===== src/hdl/dqf_pkg.sv =====
// Shared types and constants for the DNS query filter.
package dqf_pkg;

  localparam int MaxLabelsDefault = 127;
  localparam logic [15:0] MaxAdditionalReset = 16'd2;

  localparam logic [3:0] HdrLastIdx = 4'd11;
  localparam logic [5:0] MaxLabelLen = 6'd63;
  localparam logic [2:0] TailBytes = 3'd4;

  typedef enum logic [2:0] {
    PH_HEADER   = 3'd0,
    PH_NAME_LEN = 3'd1,
    PH_LABEL    = 3'd2,
    PH_PTR2     = 3'd3,
    PH_TAIL     = 3'd4,
    PH_DONE     = 3'd5,
    PH_FAILED   = 3'd6
  } phase_t;

  typedef enum logic [2:0] {
    RSN_NONE      = 3'd0,
    RSN_SHORT_HDR = 3'd1,
    RSN_RESPONSE  = 3'd2,
    RSN_COUNTS    = 3'd3,
    RSN_LABEL     = 3'd4,
    RSN_TRUNC     = 3'd5
  } reason_t;

  typedef struct packed {
    reason_t    drop_reason;
    logic       verdict;
  } result_t;

endpackage


===== src/hdl/dqf_parser.sv =====
// Front end: walks header and question one byte per valid cycle, emits a verdict on the last byte.
module dqf_parser #(
  parameter int MAX_LABELS = dqf_pkg::MaxLabelsDefault
) (
  input  logic              clk,
  input  logic              rst,
  input  logic              byte_valid,
  input  logic [7:0]        payload_byte,
  input  logic              last_byte,
  input  logic [15:0]       max_additional,
  output logic              push,
  output dqf_pkg::result_t  result
);

  localparam logic [6:0] LabelLimit = 7'(MAX_LABELS);

  dqf_pkg::phase_t  parse_phase, parse_phase_next;
  logic [3:0]       header_index, header_index_next;
  logic [7:0]       additional_high_byte, additional_high_byte_next;
  logic [5:0]       label_bytes_left, label_bytes_left_next;
  logic [6:0]       labels_seen, labels_seen_next;
  logic [2:0]       tail_bytes_left, tail_bytes_left_next;
  dqf_pkg::reason_t latched_reason, latched_reason_next;
  logic             short_hdr;
  logic [15:0]      ar_count;
  logic [6:0]       labels_inc;

  assign ar_count   = {additional_high_byte, payload_byte};
  assign labels_inc = labels_seen + 7'd1;

  // next state
  always_comb begin
    parse_phase_next          = parse_phase;
    header_index_next         = header_index;
    additional_high_byte_next = additional_high_byte;
    label_bytes_left_next     = label_bytes_left;
    labels_seen_next          = labels_seen;
    tail_bytes_left_next      = tail_bytes_left;
    latched_reason_next       = latched_reason;
    short_hdr                 = 1'b0;
    case (parse_phase)
      dqf_pkg::PH_HEADER: begin
        if (header_index == 4'd2 && payload_byte[7]) begin
          if (latched_reason == dqf_pkg::RSN_NONE) latched_reason_next = dqf_pkg::RSN_RESPONSE;
        end else if (header_index == 4'd4 || (header_index >= 4'd6 && header_index <= 4'd9)) begin
          if (payload_byte != 8'd0 && latched_reason == dqf_pkg::RSN_NONE)
            latched_reason_next = dqf_pkg::RSN_COUNTS;
        end else if (header_index == 4'd5) begin
          if (payload_byte != 8'd1 && latched_reason == dqf_pkg::RSN_NONE)
            latched_reason_next = dqf_pkg::RSN_COUNTS;
        end else if (header_index == 4'd10) begin
          additional_high_byte_next = payload_byte;
        end else if (header_index == 4'd11) begin
          if (ar_count > max_additional && latched_reason == dqf_pkg::RSN_NONE)
            latched_reason_next = dqf_pkg::RSN_COUNTS;
        end
        if (header_index >= dqf_pkg::HdrLastIdx) begin
          parse_phase_next = (latched_reason_next != dqf_pkg::RSN_NONE) ?
                             dqf_pkg::PH_FAILED : dqf_pkg::PH_NAME_LEN;
        end else begin
          header_index_next = header_index + 4'd1;
          short_hdr         = 1'b1;
        end
      end
      dqf_pkg::PH_NAME_LEN: begin
        if (payload_byte[7:6] == 2'b11) begin
          parse_phase_next = dqf_pkg::PH_PTR2;
        end else if (payload_byte > {2'b00, dqf_pkg::MaxLabelLen}) begin
          if (latched_reason == dqf_pkg::RSN_NONE) latched_reason_next = dqf_pkg::RSN_LABEL;
          parse_phase_next = dqf_pkg::PH_FAILED;
        end else if (payload_byte == 8'd0) begin
          parse_phase_next     = dqf_pkg::PH_TAIL;
          tail_bytes_left_next = dqf_pkg::TailBytes;
        end else begin
          label_bytes_left_next = payload_byte[5:0];
          parse_phase_next      = dqf_pkg::PH_LABEL;
        end
      end
      dqf_pkg::PH_LABEL: begin
        label_bytes_left_next = label_bytes_left - 6'd1;
        if (label_bytes_left_next == 6'd0) begin
          labels_seen_next = labels_inc;
          if (labels_inc >= LabelLimit) begin
            parse_phase_next     = dqf_pkg::PH_TAIL;
            tail_bytes_left_next = dqf_pkg::TailBytes;
          end else begin
            parse_phase_next = dqf_pkg::PH_NAME_LEN;
          end
        end
      end
      dqf_pkg::PH_PTR2: begin
        parse_phase_next     = dqf_pkg::PH_TAIL;
        tail_bytes_left_next = dqf_pkg::TailBytes;
      end
      dqf_pkg::PH_TAIL: begin
        tail_bytes_left_next = tail_bytes_left - 3'd1;
        if (tail_bytes_left_next == 3'd0) parse_phase_next = dqf_pkg::PH_DONE;
      end
      default: begin
      end
    endcase
  end

  // outputs
  always_comb begin
    push = byte_valid && last_byte;
    if (short_hdr)
      result.drop_reason = dqf_pkg::RSN_SHORT_HDR;
    else if (latched_reason_next != dqf_pkg::RSN_NONE)
      result.drop_reason = latched_reason_next;
    else if (parse_phase_next == dqf_pkg::PH_DONE)
      result.drop_reason = dqf_pkg::RSN_NONE;
    else
      result.drop_reason = dqf_pkg::RSN_TRUNC;
    result.verdict = (result.drop_reason != dqf_pkg::RSN_NONE);
  end

  always_ff @(posedge clk) begin
    if (rst || (byte_valid && last_byte)) begin
      parse_phase          <= dqf_pkg::PH_HEADER;
      header_index         <= 4'd0;
      additional_high_byte <= 8'd0;
      label_bytes_left     <= 6'd0;
      labels_seen          <= 7'd0;
      tail_bytes_left      <= 3'd0;
      latched_reason       <= dqf_pkg::RSN_NONE;
    end else if (byte_valid) begin
      parse_phase          <= parse_phase_next;
      header_index         <= header_index_next;
      additional_high_byte <= additional_high_byte_next;
      label_bytes_left     <= label_bytes_left_next;
      labels_seen          <= labels_seen_next;
      tail_bytes_left      <= tail_bytes_left_next;
      latched_reason       <= latched_reason_next;
    end
  end

endmodule


===== src/hdl/dqf_queue.sv =====
// Back end: two-entry verdict queue that drives the result stream from registers.
module dqf_queue (
  input  logic              clk,
  input  logic              rst,
  input  logic              push,
  input  dqf_pkg::result_t  push_data,
  output logic              full,
  output logic              out_valid,
  input  logic              out_ready,
  output dqf_pkg::result_t  out_data
);

  dqf_pkg::result_t entries [2];
  logic             wr_ptr;
  logic             rd_ptr;
  logic [1:0]       count;
  logic             pop;

  assign full      = (count == 2'd2);
  assign out_valid = (count != 2'd0);
  assign out_data  = entries[rd_ptr];
  assign pop       = out_valid && out_ready;

  always_ff @(posedge clk) begin
    if (push) entries[wr_ptr] <= push_data;
  end

  always_ff @(posedge clk) begin
    if (rst) begin
      wr_ptr <= 1'b0;
      rd_ptr <= 1'b0;
      count  <= 2'd0;
    end else begin
      if (push) wr_ptr <= ~wr_ptr;
      if (pop)  rd_ptr <= ~rd_ptr;
      if (push && !pop)      count <= count + 2'd1;
      else if (pop && !push) count <= count - 2'd1;
    end
  end

endmodule


===== src/hdl/dns_query_filter_top.sv =====
// Top level of the DNS query filter: byte stream in, one verdict item per packet out.
//
// Usage:
//   s_* carries the UDP payload of a DNS message, one byte per item, s_tlast on
//   the final byte. Header (12 bytes), question name and QTYPE/QCLASS are
//   checked as they pass. Each packet yields exactly one item on m_* when its
//   last byte is taken: verdict 0 accepts, 1 drops, with the drop reason.
//   cfg_* writes max_additional, the largest ARCOUNT still accepted; write it
//   only while no packet is in flight. cfg_ready is always high.
// Timing:
//   One byte per cycle while s_tready is high. The verdict is written into
//   a queue entry register as the last byte is accepted and is driven on m_* from it.
//   A two-entry verdict queue sits between parser and output; the parser
//   keeps taking bytes while the output is stalled and only stops (s_tready
//   low) once two verdicts are waiting.
// Reset:
//   rst clears the parser to the header phase, empties the queue and sets
//   max_additional to 2.
module dns_query_filter_top #(
  parameter int MAX_LABELS = dqf_pkg::MaxLabelsDefault
) (
  input  logic        clk,
  input  logic        rst,
  input  logic        s_tvalid,
  output logic        s_tready,
  input  logic [7:0]  s_tdata,   // [7:0] payload_byte
  input  logic        s_tlast,   // last_byte
  output logic        m_tvalid,
  input  logic        m_tready,
  output logic [7:0]  m_tdata,   // [0] verdict, [3:1] drop_reason, [7:4] zero
  input  logic        cfg_valid,
  output logic        cfg_ready,
  input  logic [15:0] cfg_data   // max_additional
);

  logic [15:0]      max_additional;
  logic             q_full;
  logic             byte_take;
  logic             push;
  dqf_pkg::result_t result;
  dqf_pkg::result_t out_data;

  assign cfg_ready = 1'b1;
  assign s_tready  = !q_full;
  assign byte_take = s_tvalid && s_tready;

  always_ff @(posedge clk) begin
    if (rst) begin
      max_additional <= dqf_pkg::MaxAdditionalReset;
    end else if (cfg_valid) begin
      max_additional <= cfg_data;
    end
  end

  dqf_parser #(
    .MAX_LABELS(MAX_LABELS)
  ) u_parser (
    .clk            (clk),
    .rst            (rst),
    .byte_valid     (byte_take),
    .payload_byte   (s_tdata),
    .last_byte      (s_tlast),
    .max_additional (max_additional),
    .push           (push),
    .result         (result)
  );

  dqf_queue u_queue (
    .clk       (clk),
    .rst       (rst),
    .push      (push),
    .push_data (result),
    .full      (q_full),
    .out_valid (m_tvalid),
    .out_ready (m_tready),
    .out_data  (out_data)
  );

  assign m_tdata = {4'b0000, out_data};

endmodule

===== config.mk =====
export PLATFORM = sky130hd
export DESIGN_NAME = dns_query_filter_top
export DESIGN_NICKNAME = d
export VERILOG_FILES = /design/src/hdl/dqf_pkg.sv /design/src/hdl/dqf_parser.sv /design/src/hdl/dqf_queue.sv /design/src/hdl/dns_query_filter_top.sv
export SDC_FILE = /design/constraint.sdc
export NUM_CORES = 1
export LEC_CHECK = 0
export ABC_AREA = 1
export BUFFER_PORTS_ARGS = -buffer_cell sky130_fd_sc_hd__buf_2
export CORE_UTILIZATION = 45
export CTS_BUF_LIST = sky130_fd_sc_hd__clkbuf_2
export DETAILED_ROUTE_END_ITERATION = 8
export PLACE_DENSITY = 0.74
export SYNTH_ARGS = -nofsm -noshare
export SYNTH_HDL_FRONTEND = slang
export SYNTH_HIERARCHICAL = 1
export SYNTH_SLANG_ARGS = --single-unit

===== constraint.sdc =====
create_clock -name clk -period 6.5 [get_ports clk]
set_input_delay 0.325 -clock clk [delete_from_list [all_inputs] [get_ports clk]]
set_output_delay 0.325 -clock clk [all_outputs]
set_load 0.02 [all_outputs]

# After elaboration in Yosys (flattened, before gate mapping)

Memory sizes are Yosys's and may differ from the RTL's. A register that Yosys moved wholly into a read port is not among the register bits.
Index checks and enable logic that the tools add are counted.

$add $sub $neg: 6
$lt $le $gt $ge: 6
Equality and inequality tests: 19
Mux-type cells: 44
Bitwise gates (word level): 6
Reduce and logical (&&, ||, !) cells: 33

Operators by type and width:

| kind                | count |
|---|---|
| $mux 3              | 29 |
| $mux 6              | 3 |
| $gt 16x16->1        | 1 |
| $pmux 3 s5          | 1 |
| $pmux 3 s4          | 1 |
| $pmux 6 s2          | 1 |
| $logic_and 1x1->1   | 10 |
| $logic_not 3->1     | 3 |
| $reduce_bool 3->1   | 3 |
| $eq 4x3->1 const B  | 2 |
| $eq 4x4->1 const B  | 2 |
| $gt 8x6->1 const B  | 1 |
| $logic_not 8->1     | 1 |
| $ne 8x1->1 const B  | 1 |
| $reduce_bool 8->1   | 1 |
| $add 7x1->7 const B | 1 |
| $ge 7x7->1 const B  | 1 |
| $reduce_and 7->1    | 1 |
| $eq 3x2->1 const B  | 2 |
| $eq 3x3->1 const B  | 2 |
| $logic_not 6->1     | 1 |
| $mux 1              | 6 |
| $ne 2x1->1 const B  | 3 |
| $ne 2x2->1 const B  | 3 |
| other kinds (21)    | 34 |

Flip-flop bits (word level): 54
RAM bits: 8
Input port bits: 30
Word-level logic and storage cells: 126
Memories: 1

Memory list:

| memory          | words | width | read ports | clocked after memory_dff | wr ports | line            | text |
|---|---|---|---|---|---|---|---|
| u_queue.entries | 2     | 4     | 1          | 1                        | 1        | dqf_queue.sv:13 | `dqf_pkg::result_t entries [2];` |

# Logic depth before layout (Yosys ltp)

Word-level depth: 18
Gate-level depth with buffers: 19
Mapped depth without buffers: 19

# Cells and area by module

Netlist, hierarchy kept.

Modules (own cells, without submodules):

| module               | instances | cells an instance | area each (µm²) | sequential area each (µm²) |
|---|---|---|---|---|
| dqf_parser           | 1         | 369               | 2,531.2         | 680.7 |
| dns_query_filter_top | 1         | 110               | 724.4           | 320.3 |
| dqf_queue            | 1         | 47                | 516.7           | 340.3 |

# Worst setup path after synthesis

Ideal clock, no wire load.

Kind: flip-flop to flip-flop
Start: reg u_parser.header_index[1]
End: mem u_queue/entries[0][0] in the netlist's numbering, data pin
Library setup time: 267 ps
Arrival time: 1,822 ps
Required time: 6,233 ps
Slack: 4,410 ps
Cell stages (with the launch flop): 14
Path buffers: 0
Period minus slack after synthesis: 2,090 ps
Cell sequence: dfxtp_1 > inv_1 > ha_1 > o21a_1 > a21oi_2 > nand2_1 > nor2_1 > nand2_1 > a21oi_2 > nand2_1 > nand2_2 > nand4_4 > o21bai_4 > nand3b_1

RTL lines:

| item                   | line              | text |
|---|---|---|
| start, declared        | dqf_parser.sv:18  | `logic [3:0] header_index, header_index_next;` |
| start signal, assigned | dqf_parser.sv:129 | `header_index <= header_index_next;` |
| end, declared          | dqf_queue.sv:13   |  |

==> implementation parameters <==
Parameter                              Value

Status
  Outcome ... finished with violations
  Failing checks ... DRC

GRT
  Largest net degree at the start of global routing ... 33
  Vias in the first global route ... 3192
  Total overflow reported by the global router ... 0
  Total GRT Usage ... 18.86%
  First-pass GRT wire length ... 13250 um
  Number of antenna violations at the first check in global routing ... 0

Layout
  Area occupied by multi-input gates ... approximately 0.0020 sq mm
  Most frequent cells in the layout ... nand2_1, inv_1, nor2_1
  Total Nets Final ... just over 600
  Area taken by flip-flops and latches ... 0.001341 sq mm
  Most common cell after layout, fill and taps aside ... nand2_1
  Layout cell share with drive strength beyond 1 ... 14.13%
  Post-route non-filler standard cell count ... 671
  Layout Area Growth over Synthesis ... 9.287%
  Number of antenna diodes ... 0
  Fill cells ... 792

Detailed routing
  Top layer used by detailed routing ... met4
  Overall via count from detail_route ... 3298
  Antenna Violating Nets Remaining ... 0
  Routed met3 length ... approximately 250 um
  DR WL/cell ... roughly 11 um
  Iteration-0 DRC count of the detailed router ... 128
  Vias/cell ... slightly below 5
  Detailed-routed wire length on met2 ... 3460 um
  Routed wire length ... 7395 um
  Number of remaining DRC errors ... 1
  TritonRoute pass-1 iters ... 6
  Metal-1 WL ... 3584 um

Timing
  Max Slew Vio Count ... 0
  Hold violation count in the final report ... 0
  Worst setup margin ... 4108 ps
  RSZ-0062 raised after global routing ... false
  Total of endpoints with negative setup slack in the final report ... 0
  Shortest clock period the worst path allows after layout ... approximately 2400 ps
  TNS Setup ... 0 ps
  Worst Skew ... between 30 and 40 ps
  Post-route fraction of the period consumed by the critical path ... 36.81%
  Highest achievable clock rate ... approximately 420 MHz
  Worst relative slew slack ... 59.51%
  Slew of the pin with the lowest slew margin ... a little over 600 ps

Synthesis
  Syn_area_per_cell ... 7.172 sq um
  Simple-gate share of the synthesized area ... 26.53%
  Main combinational cell family by area after synthesis ... simple AND/OR/NAND/NOR gates
  Synth unique cells ... 39
  Part of the Yosys area used for sequential elements ... a little over a third
  FFs w/ async S/R, synth ... 0%
  Commonest register cell after synthesis ... dfxtp_1
  Fraction of the mapped netlist area in compound gates ... 13.43%
  Multiplexer share of the synthesized area ... approximately 1.2%
  Yosys synthesis warning count ... 6
  Adder-cell share of the synthesized area ... 8.955%
  Mapped Cells ... 526
  Number of storage elements in the synthesis netlist ... 63
  Number of synthesized flops with an enable pin ... 8
  Summed instance area of the synthesized netlist ... 0.003772 sq mm
  Xor-xnor portion of the synthesized cell area ... 2.090%

Clocking
  Largest buffer count on any clock path ... 2
  CTS clock-pin slew for the worst setup and hold paths ... 180 ps
  Quantity of gates resized following cts ... 0
  Cell at the root of the clock tree ... clkbuf_2
  TritonCTS clock tree ... built
  Number of buffers inserted during clock tree synthesis ... 9
  # Post-CTS Setup Buffers ... 0
  Htree depth ... 3
  Clk Latency, worst-skew pair ... 480 ps
  Hold_buf cts ... 0
  Clk sinks ... 63

Critical path
  Startpoint class of the critical path ... flop
  Crit path top cell by count ... nand2_1
  Arrival time at the worst endpoint ... 2620 ps
  Worst-path maximum fanout ... 4
  Critical path data required time ... 6730 ps
  Cell type group with the largest total delay on the critical path ... simple AND/OR/NAND/NOR gates
  Critical setup path kind ... reg -> reg
  Cell with the biggest individual delay on the critical path ... dfxtp_1
  Bufs and invs on worst path ... 2
  Worst path cell trace ... inv_1, ha_1, inv_1, nand2_1, a21oi_2, nand2_1, nor2_1, nand2_1, a21oi_2, nand2_1, nand2_2, nand4_4, o21bai_4, nand3b_1
  Setup crit end kind ... flop
  Max stage delay on crit path ... 420 ps

Floorplanning
  Row cnt ... 33
  I/O pin total ... 41
  Die Footprint ... 0.008753 sq mm
  Horizontal die dimension ... 93.56 um
  CORE AREA ... 0.008175 sq mm
  Starting Density ... 46.14%
  Height of the die ... 93.56 um

Power
  Overall power ... 974.2 uW
  Largest voltage drop on the vdd net ... between 0.00009 and 0.0001 V
  Leakage ... approximately 2 nW
  Power per cell area ... 236.3 mW/mm^2

Placed design
  Weighted congestion reported at the end of routability-driven placement ... 0.8159
  Detail Placement HPWL ... 5629 um
  Worst setup timing slack at the placement stage ... ~4100 ps
  Number of buffers added on ports ... 35
  Number of cells after detailed placement ... 656

Run
  Max_cap viols ... 0

Hold path
  Class of the tightest hold or removal check ... in -> reg
registers in the layout, summed over array words and instances (netlist names), named ones only:
| signal | cells |
|---|---|
| max_additional | 16 |
| u_parser/additional_high_byte | 8 |
| u_queue/entries | 8 |
| u_parser/labels_seen | 7 |
| u_parser/label_bytes_left | 6 |
| u_parser/header_index | 4 |
| u_parser/latched_reason | 3 |
| u_parser/parse_phase | 3 |
| u_parser/tail_bytes_left | 3 |
| u_queue/count | 2 |
| u_queue/rd_ptr | 1 |
| u_queue/wr_ptr | 1 |
cell families after synthesis:
family,Yosys count
AO/OA/AOI/OAI,85
multiplexers,4
flip-flops,63
other,2
AND/OR/NAND/NOR,228
buffers and inverters,108
XOR/XNOR,9
adder cells (fa/ha/maj),27
cell type report:
type | instances | area share, %
clock buffer | 11 | 1.335
inverter | 94 | 8.558
tap | 105 | 3.187
sequential | 63 | 32.53
timing repair buffer | 36 | 4.431
multi-input combinational | 358 | 48.22
clock inverter | 4 | 1.730
tightest hold or removal path, stage by stage:
cell	delay (ps)
buf_2	70
nand2_1	40
nand3_1	70
stage by stage:
step | utilization, % | hold WS, ps | cell area (sq um)
after detailed placement | 48.88 | 464.9 | 3996
after global placement | 48.88 | 449.0 | 3996
after floorplan | - | 404.3 | 3784
after global routing | 50.43 | 37.55 | 4123
final | 50.43 | 40.15 | 4123
after CTS | 50.43 | 13.66 | 4123
worst paths after layout:
check	cells after the start	startpoint	slack, ps	to
setup / recovery	14	u_parser/header_index[0]	4110	u_queue/entries[0][0]
hold / removal	3	cfg_data[1]	40	max_additional[1]
setup reg to reg	14	u_parser/header_index[0]	4110	u_queue/entries[0][0]
hold reg to reg	2	max_additional[3]	480	max_additional[3]
metal layers:
metal | GRT usage (%) | up-vias
met1 | 23.00 | 1490
met3 | 3.415 | 8
met4 | 7.051 | 0
met5 | 0 | -
li1 | - | 1742
met2 | 32.90 | 58
cells in the mapped netlist (2+ instances only):
master	count	area, sq um
a31oi_1	4	25.02
conb_1	2	7.510
nor2_2	6	37.54
inv_1	90	337.8
nand4_1	7	43.79
inv_2	3	11.26
mux2_2	4	45.04
a21oi_1	33	165.2
buf_4	7	52.55
a21oi_2	3	26.28
edfxtp_1	8	240.2
xor2_1	5	43.79
nor3_1	6	30.03
nor2_1	82	307.8
a211oi_1	7	52.55
nand2_2	5	31.28
ha_1	27	337.8
xnor2_1	4	35.03
nand3b_1	4	30.03
o21ai_0	30	150.1
clkbuf_1	4	15.01
o211ai_1	2	15.01
nand2_1	91	341.6
nand3_1	20	100.1
dfxtp_1	55	1101
nor3_2	2	20.02
buf_6	3	33.78
where the power goes:
part           total, mW  switching, mW  internal, mW
sequential         0.447         0.0219         0.426
combinational      0.258          0.163        0.0947
clock              0.269          0.141         0.128
total              0.974          0.326         0.648
No activity file was read; power rests on OpenSTA's default activity.
